**config.mk**
```make
export PLATFORM = sky130hd
export DESIGN_NAME = serial_command_line_parser
export DESIGN_NICKNAME = d
export VERILOG_FILES = /design/src/slcp_pkg.sv /design/src/serial_command_line_parser.sv /design/src/slcp_core.sv
export SDC_FILE = /design/constraint.sdc
export NUM_CORES = 1
export LEC_CHECK = 0
export ABC_AREA = 0
export BUFFER_PORTS_ARGS = -buffer_cell sky130_fd_sc_hd__buf_2
export CORE_MARGIN = 2
export CORE_UTILIZATION = 60
export CTS_CLUSTER_SIZE = 20
export DETAILED_ROUTE_END_ITERATION = 8
export GPL_ROUTABILITY_DRIVEN = 0
export GPL_TIMING_DRIVEN = 0
export PLACE_DENSITY = 0.84
export SETUP_SLACK_MARGIN = 0.4
export SLEW_MARGIN = 25
export SYNTH_ARGS = -nofsm -noshare
export SYNTH_HDL_FRONTEND = slang
export SYNTH_SLANG_ARGS = --single-unit
```
**constraint.sdc**
```tcl
create_clock -name clk_i -period 6.4 [get_ports clk_i]
set_input_delay 0.64 -clock clk_i [delete_from_list [all_inputs] [get_ports clk_i]]
set_output_delay 0.64 -clock clk_i [all_outputs]
set_load 0.05 [all_outputs]
```
**src/slcp_pkg.sv**
```systemverilog
// Package for the serial command line parser: parse phases, event codes,
// character constants, the result word type and character class helpers.
// Depends on nothing; used by slcp_core and serial_command_line_parser.
package slcp_pkg;

  localparam int unsigned CharW = 8;
  localparam int unsigned ArgW  = 14;

  // Packed result width and the byte-padded stream width derived from it.
  localparam int unsigned ResW      = 1 + CharW + 1 + 2 + CharW + ArgW;
  localparam int unsigned ResBytesW = ((ResW + 7) / 8) * 8;

  localparam logic [CharW-1:0] ChZero   = 8'h30;  // '0'
  localparam logic [CharW-1:0] ChNine   = 8'h39;  // '9'
  localparam logic [CharW-1:0] ChLowA   = 8'h61;  // 'a'
  localparam logic [CharW-1:0] ChLowZ   = 8'h7a;  // 'z'
  localparam logic [CharW-1:0] ChUpA    = 8'h41;  // 'A'
  localparam logic [CharW-1:0] ChUpZ    = 8'h5a;  // 'Z'
  localparam logic [CharW-1:0] ChCr     = 8'h0d;
  localparam logic [CharW-1:0] ChLf     = 8'h0a;
  localparam logic [CharW-1:0] ChSpace  = 8'h20;
  localparam logic [CharW-1:0] ChCmdP   = 8'h70;  // 'p'
  localparam logic [CharW-1:0] ChCmdA   = 8'h61;  // 'a'
  localparam logic [CharW-1:0] ChCmdUpV = 8'h56;  // 'V'
  localparam logic [CharW-1:0] ChCmdS   = 8'h73;  // 's'
  localparam logic [CharW-1:0] ChCmdU   = 8'h75;  // 'u'
  localparam logic [CharW-1:0] ChCmdW   = 8'h77;  // 'w'
  localparam logic [CharW-1:0] ChCmdC   = 8'h63;  // 'c'
  localparam logic [CharW-1:0] ChCmdUpS = 8'h53;  // 'S'
  localparam logic [CharW-1:0] ChCmdUpC = 8'h43;  // 'C'
  localparam logic [CharW-1:0] ChCmdE   = 8'h65;  // 'e'
  localparam logic [CharW-1:0] ChCmdV   = 8'h76;  // 'v'

  typedef enum logic [2:0] {
    PH_DIG0   = 3'd0,
    PH_DIG1   = 3'd1,
    PH_DIG2   = 3'd2,
    PH_DIG3   = 3'd3,
    PH_LETTER = 3'd4,
    PH_SYNERR = 3'd5,
    PH_RETURN = 3'd6
  } phase_e;

  typedef enum logic [1:0] {
    EV_NONE    = 2'd0,
    EV_SYNTAX  = 2'd1,
    EV_OK      = 2'd2,
    EV_UNKNOWN = 2'd3
  } event_e;

  // Field order from the highest bit down when packed.
  typedef struct packed {
    logic [ArgW-1:0]  argument;
    logic [CharW-1:0] command_letter;
    event_e           event_res;
    logic             echo_newline;
    logic [CharW-1:0] echo_char;
    logic             echo_valid;
  } result_t;

  function automatic logic is_digit(input logic [CharW-1:0] c);
    return (c >= ChZero) && (c <= ChNine);
  endfunction

  function automatic logic is_letter(input logic [CharW-1:0] c);
    return ((c >= ChLowA) && (c <= ChLowZ)) || ((c >= ChUpA) && (c <= ChUpZ));
  endfunction

  function automatic logic is_blank(input logic [CharW-1:0] c);
    return (c == ChLf) || (c == ChSpace);
  endfunction

  function automatic logic is_known(input logic [CharW-1:0] c,
                                    input logic [ArgW-1:0]  arg);
    logic known;
    known = 1'b0;
    case (c)
      ChCmdP, ChCmdA, ChCmdUpV, ChCmdS, ChCmdU,
      ChCmdW, ChCmdC, ChCmdUpS, ChCmdUpC, ChCmdE: known = 1'b1;
      ChCmdV:  known = (arg == '0);
      default: known = 1'b0;
    endcase
    return known;
  endfunction

endpackage

```
**src/serial_command_line_parser.sv**
```systemverilog
// Serial command line parser, top level: stream handshake and result register
// around the parser core. Depends on slcp_pkg and slcp_core.
//
// Usage: each word on the slave stream is one received character. Lines are
// up to four decimal digits, one command letter and a carriage return; spaces
// and newlines are skipped where a digit or the return is awaited.
// Every accepted character yields exactly one word on the master stream: the
// character for echo with its echo flag, an extra-newline flag at a command's
// return, the event code (none, syntax error, accepted, unknown) and, for
// commands ended by their return, known or unknown, the letter and argument.
// The result word is registered and is offered in the cycle after acceptance.
// Throughput is one character per cycle while the receiver takes each word,
// set by the single result register, which is reloaded as its word is taken.
// Reset clears the parser to the start of a line with echo off and empties
// the result register. While the receiver stalls with a word pending, the
// slave side stops accepting characters until that word is taken.
module serial_command_line_parser import slcp_pkg::*; (
  input  logic                 clk_i,
  input  logic                 rst_ni,
  input  logic                 s_axis_tvalid,
  output logic                 s_axis_tready,
  input  logic [CharW-1:0]     s_axis_tdata,   // [7:0] rx_char
  output logic                 m_axis_tvalid,
  input  logic                 m_axis_tready,
  // [0] echo_valid, [8:1] echo_char, [9] echo_newline, [11:10] event_res,
  // [19:12] command_letter, [33:20] argument, upper bits zero
  output logic [ResBytesW-1:0] m_axis_tdata
);

  logic    valid_q;
  result_t res_q;
  result_t core_res;
  logic    step;

  assign s_axis_tready = !valid_q || m_axis_tready;
  assign step          = s_axis_tvalid && s_axis_tready;

  slcp_core u_core (
    .clk_i     (clk_i),
    .rst_ni    (rst_ni),
    .step_i    (step),
    .rx_char_i (s_axis_tdata),
    .result_o  (core_res)
  );

  always_ff @(posedge clk_i or negedge rst_ni) begin
    if (!rst_ni) begin
      valid_q <= 1'b0;
    end else if (s_axis_tready) begin
      valid_q <= s_axis_tvalid;
    end
  end

  always_ff @(posedge clk_i) begin
    if (step) begin
      res_q <= core_res;
    end
  end

  assign m_axis_tvalid = valid_q;
  assign m_axis_tdata  = ResBytesW'(res_q);

endmodule

```
**src/slcp_core.sv**
```systemverilog
// Parser core: line phase, gathered argument, held letter and echo flag,
// with the result word for each character. Depends on slcp_pkg.
module slcp_core import slcp_pkg::*; (
  input  logic             clk_i,
  input  logic             rst_ni,
  input  logic             step_i,
  input  logic [CharW-1:0] rx_char_i,
  output result_t          result_o
);

  phase_e           phase_q, phase_d;
  logic [ArgW-1:0]  arg_q, arg_d;
  logic [CharW-1:0] letter_q, letter_d;
  logic             echo_q, echo_d;
  logic [ArgW-1:0]  arg_next_digit;

  always_ff @(posedge clk_i or negedge rst_ni) begin
    if (!rst_ni) begin
      phase_q  <= PH_DIG0;
      arg_q    <= '0;
      letter_q <= '0;
      echo_q   <= 1'b0;
    end else if (step_i) begin
      phase_q  <= phase_d;
      arg_q    <= arg_d;
      letter_q <= letter_d;
      echo_q   <= echo_d;
    end
  end

  // Times ten as two shifts; a decimal digit's value is its low nibble.
  assign arg_next_digit = (arg_q << 3) + (arg_q << 1) + ArgW'(rx_char_i[3:0]);

  always_comb begin
    phase_d  = phase_q;
    arg_d    = arg_q;
    letter_d = letter_q;
    echo_d   = echo_q;

    result_o.echo_valid     = echo_q;
    result_o.echo_char      = rx_char_i;
    result_o.echo_newline   = 1'b0;
    result_o.event_res      = EV_NONE;
    result_o.command_letter = '0;
    result_o.argument       = '0;

    unique case (phase_q)
      PH_DIG0, PH_DIG1, PH_DIG2, PH_DIG3: begin
        if (is_digit(rx_char_i)) begin
          arg_d   = arg_next_digit;
          phase_d = phase_e'(phase_q + 3'd1);
        end else if (is_letter(rx_char_i)) begin
          letter_d = rx_char_i;
          phase_d  = PH_RETURN;
        end else if (is_blank(rx_char_i)) begin
          phase_d = phase_q;
        end else if (rx_char_i == ChCr) begin
          // A return before any letter is a syntax error.
          result_o.event_res = EV_SYNTAX;
          phase_d            = PH_DIG0;
          arg_d              = '0;
        end else begin
          phase_d = PH_SYNERR;
        end
      end
      PH_LETTER: begin
        if (is_letter(rx_char_i)) begin
          letter_d = rx_char_i;
          phase_d  = PH_RETURN;
        end else begin
          phase_d = PH_SYNERR;
        end
      end
      PH_SYNERR: begin
        if (rx_char_i == ChCr) begin
          result_o.event_res = EV_SYNTAX;
          phase_d            = PH_DIG0;
          arg_d              = '0;
        end
      end
      PH_RETURN: begin
        if (is_blank(rx_char_i)) begin
          phase_d = phase_q;
        end else if (rx_char_i == ChCr) begin
          result_o.echo_newline   = echo_q;
          result_o.command_letter = letter_q;
          result_o.argument       = arg_q;
          if (is_known(letter_q, arg_q)) begin
            result_o.event_res = EV_OK;
            if (letter_q == ChCmdE) begin
              echo_d = (arg_q != '0);
            end
          end else begin
            result_o.event_res = EV_UNKNOWN;
          end
          phase_d = PH_DIG0;
          arg_d   = '0;
        end else begin
          phase_d = PH_SYNERR;
        end
      end
      default: begin
        // The unused phase holds everything as it is.
        phase_d = phase_q;
      end
    endcase
  end

endmodule
```
-- Word-level counts from Yosys, hierarchy flattened
Cells that the tools add are included.
- flip-flop bits (word level): 61
- latch bits: 0
- memory bits (writable): 0
- memory bits (read-only): 0
- input bits: 12
- output and inout port bits: 42
- logic and storage cells: 94
- memories kept: 0
- $add $sub $neg: 3
- multiply operators: 0
- divide/modulo/power cells: 0
- magnitude comparators: 6
- equality and inequality tests: 23
- shift-type cells: 0
- multiplexer cells: 27
- bitwise operators: 3
- reduce and logical (&&, ||, !) cells: 21
- operators by type and width (operator ; number):
    8-bit by 7-bit == test with 1-bit output, second input constant ; 11
    14-bit 2-to-1 mux ; 4
    14-bit case mux with 3 select lines ; 1
    3-bit 2-to-1 mux ; 7
    8-bit by 4-bit == test with 1-bit output, second input constant ; 2
    8-bit by 7-bit >= comparator with 1-bit output, second input constant ; 2
    8-bit by 7-bit <= comparator with 1-bit output, second input constant ; 2
    8-bit 2-to-1 mux ; 2
    8-bit case mux with 2 select lines ; 1
    14-bit adder ; 1
    14-bit by 4-bit adder with 14-bit output ; 1
    14-bit zero test ; 1
    14-bit nonzero test ; 1
    3-bit case mux with 4 select lines ; 1
    10-bit OR reduction ; 1
    3-bit == test, second input constant ; 3
    3-bit AND reduction ; 3
    8-bit by 6-bit == test with 1-bit output, second input constant ; 1
    8-bit by 6-bit >= comparator with 1-bit output, second input constant ; 1
    8-bit by 6-bit <= comparator with 1-bit output, second input constant ; 1
    2-bit 2-to-1 mux ; 4
    3-bit by 2-bit == test with 1-bit output, second input constant ; 2
    2-bit case mux with 3 select lines ; 1
    6-bit AND reduction ; 1
    other kinds (17) ; 28

-- Longest topological paths before layout
- depth in word-level cells: 10
- gate-level depth with buffers: 9

-- Hierarchy
From an unflattened synthesis, not the netlist that was laid out.
- cell total of the unflattened synthesis: 306
- area, all modules: 3529.6 um^2
- by module, submodules not included (module ; times used ; cells each ; area an instance (um^2) ; sequential area each (um^2)):
    slcp_core ; 1 ; 261 ; 2406.1 ; 650.6
    serial_command_line_parser ; 1 ; 45 ; 1123.6 ; 1046.0

-- Worst setup path before layout
Ideal clock, no wire load.
- kind: input port to flip-flop
- start: in s_axis_tdata[3]
- end: reg u_core.arg_q[11]
- arrival time: 2.717 ns
- required time: 6.278 ns
- path slack: 3.561 ns
- stages on the path: 9
- path buffers: 0
- cells stage by stage: inv_1 -> fa_1 -> inv_1 -> ha_1 -> a211oi_1 -> o21ai_1 -> a2111oi_0 -> o21bai_1 -> a32o_1
- word-level cells in the longest chain between the ends: 6
- ends and longest elaborated chain (item ; RTL line ; source):
    start: declaration ; serial_command_line_parser.sv:22 ; input logic [CharW-1:0] s_axis_tdata,
    branches (longest 6 deep; another with 14-bit by 4-bit adder with 14-bit output) ; n/a ;
    end signal: assignment ; slcp_core.sv:25 ; arg_q <= arg_d;
    end: declaration ; slcp_core.sv:12 ; logic [ArgW-1:0] arg_q, arg_d;
Several ways; the timed one is not identified. The select of a mux whose other input is x is not followed.
A chain may end at the register's enable or synchronous reset.

-- Worst setup path in the final report
Same ends and word-level chain as after synthesis.

==> results.yml <==
hold_path:
  hold_path_class: "in -> async"
critical_path:
  worstSetupEndpointType: "flip-flop"
  r2r_start: "u_core.arg_q[2]"
  cp.arrival_ns: 3.40
  setup.worst_path.start: "s_axis_tdata[3]"
  r2r_slack_ns: 3.31
  path_class: "in -> reg"
  worstSetupStartpointType: "input port"
  worst_ep_required_time_ns: 6.63
  critPathMaxFanout: 9
place:
  io_buffers: 47
  dpl.hpwl_um: 5190
synth:
  avgSynthCellArea_um2: 11.6
  synth_edf_count: 34
  synthFlopType: "edfxtp_1"
  synth_seq_area_share_pct: 49.1
  synthCells: 297
  synth-compound-area-share_pct: 16.0
  muxShareOfSynthArea_pct: 2.57
  synthTopCellsByArea: "edfxtp_1 30%, dfrtp_1 20%, ha_1 9.8%"
  yosysWarningCount: 0
  synth_area_leader_cell: "edfxtp_1"
  synth_xor_area_share_pct: 2.53
  yosys_register_bits: 61
  netlist_area_um2: 3460
  synth_top_family_by_area: "compound AO/OA/AOI/OAI gates"
  synth_top_area_share_pct: 29.5
  synthArstFlopShare_pct: 44.3
  synth_adder_area_share_pct: 10.9
  synthSimpleGateAreaFrac_pct: 15.4
  post_synth_num_cell_types: 61
grt:
  antenna_found_initial: 0
  grt_max_degree: 36
  grt_overflow_total: 0
  grt_pass1_vias: 2550
  grt.total_usage_pct: 25.0
  grt_first_pass_wirelength_um: 12000
detailed_routing:
  drtIter0Drc: 250
  wl_per_cell_um: 16.9
  vias: 2684
  drt-vias-per-instance: 6.14
  firstDrtPassIters: 7
  routed_wl_um: 7410
  ant_nets: 0
  drcViolationCount: 0
final_layout:
  num_antenna_cells: 0
  syn_to_final_growth_pct: 15.7
  drive_gt1_share_pct: 25.2
  nets: 401
  mostFrequentLayoutCells: "48 x buf_2, 34 x edfxtp_1, 27 x ha_1, 27 x dfrtp_1, 22 x and2_1"
  layout_commonest_cell: "buf_2"
floorplanning:
  row_count: 27
  die_area_um2: 6380
  ios: 54
  fp.dieW_um: 79.9
  core_um2: 5540
  initial_core_util_pct: 62.4
  fp.dieH_um: 79.9
power_and_ir_drop:
  powerDensity_nw_per_um2: 284
  peakVddDrop_uv: 177
  power.total_mw: 1.14
  p_leak_nw: 1.81
clocking:
  htree_levels: 3
  clk_latency_ns: 0.35
  ctsResizeCount: 0
  cts_tree: "built"
  cts_setup_buffers: 0
  cts.sinks: 61
  ctsHoldBuffers: 0
  clk_pin_slew_ns: 0.07
  numCtsBuffers: 9
  cts-root-buf: "clkbuf_8"
  cts_max_path_buffers: 2
sta:
  relSlewSlack_pct: 53.0
  hold_viol_final: 0
  finalCritPeriodShare_pct: 49.5
  setup_violations: 0
  slew_viol_final: 0
  max_freq_mhz: 316
  fin_crit_ns: 3.17
  timing.setup.tns_ns: 0
  rsz0062_at_grt: "no"
  worst_pin_slew_ns: 0.704
  skew_ns: 0.0129
run:
  cap_violations: 0
status:
  status: "finished, final reports clean"
==> metrics by stage <==
stage	util (%)	hold slack [ns]	cell area [µm²]	std cells	setup WS (ns)
CTS	72.2	0.327	4000	437	3.27
detailed placement	68.6	0.455	3800	421	2.95
global placement	68.6	0.436	3800	421	3.06
finish	72.2	0.315	4000	437	3.23
global route	72.2	0.358	4000	437	3.07
floorplan	-	0.344	3470	302	3.56
==> per-layer routing <==
layer	track usage [%]	share of wire (%)	wire length [µm]
met5	0	0	0
met4	10.7	2.1	155
met3	6.22	7.4	550
met2	41.0	50	3670
met1	31.4	41	3030
==> state kept, by name, summed over array words and instances, names as in the netlist <==
name and flops:
u_core.arg_q 14, u_core.phase_q 3, u_core.letter_q 8, u_core.echo_q 1, m_axis_tdata 34, m_axis_tvalid 1
==> cell usage after synthesis (3+ instances only) <==
cell type  number
a22o_1         10
xnor2_1         8
and2_1         22
nor4_1          4
a21o_1          4
mux2_2          7
nor3_1         11
a211oi_1        3
ha_1           27
inv_1          11
edfxtp_1       34
nand2_1        12
o211ai_1        4
dfrtp_1        27
clkbuf_1        3
nor2_1         14
nand2b_1        4
buf_4           6
or3_1           3
a31oi_1         3
a21oi_1        12
o21bai_1        4
o21ai_0         9
or3b_2          3
nor3b_1         3
==> report_power, final <==
part / internal [mW] / total [mW] / switching (mW)
Sequential: 0.455 / 0.502 / 0.0471
Clock: 0.181 / 0.344 / 0.163
Combinational: 0.115 / 0.290 / 0.175
==> cell type report <==
cell class	count	area, µm²
buffer	11	72.6
clock buffer	9	124
clock inverter	7	75.1
fill	373	1540
inverter	11	41.3
multi-input combinational	219	1660
sequential	61	1700
tap	72	90.1
timing repair buffer	47	235
==> kinds of logic after synthesis <==
logic type	after synthesis
fa+ha+maj	29
buf+inv	22
other cells	1
simple gates	92
flops	61
xor+xnor	10
compound gates	74
mux	8
==> worst max-delay path, cell delays in order <==
cell,delay (ns)
buf_2,0.19
inv_1,0.09
fa_1,0.54
inv_1,0.07
ha_1,0.31
a211oi_1,0.30
o21ai_1,0.21
a2111oi_0,0.61
o21bai_1,0.16
a32o_1,0.27
==> path summary, 6_finish.rpt <==
path,end,depth (start not counted)
min in group clk_i,m_axis_tdata[0],0
setup / recovery,u_core.arg_q[11],10
setup reg to reg,u_core.arg_q[11],9
hold reg to reg,m_axis_tdata[0],0
hold / removal,u_core.arg_q[6],1
max in group asynchronous,u_core.echo_q,1
No activity file was read; power rests on OpenSTA's default activity.
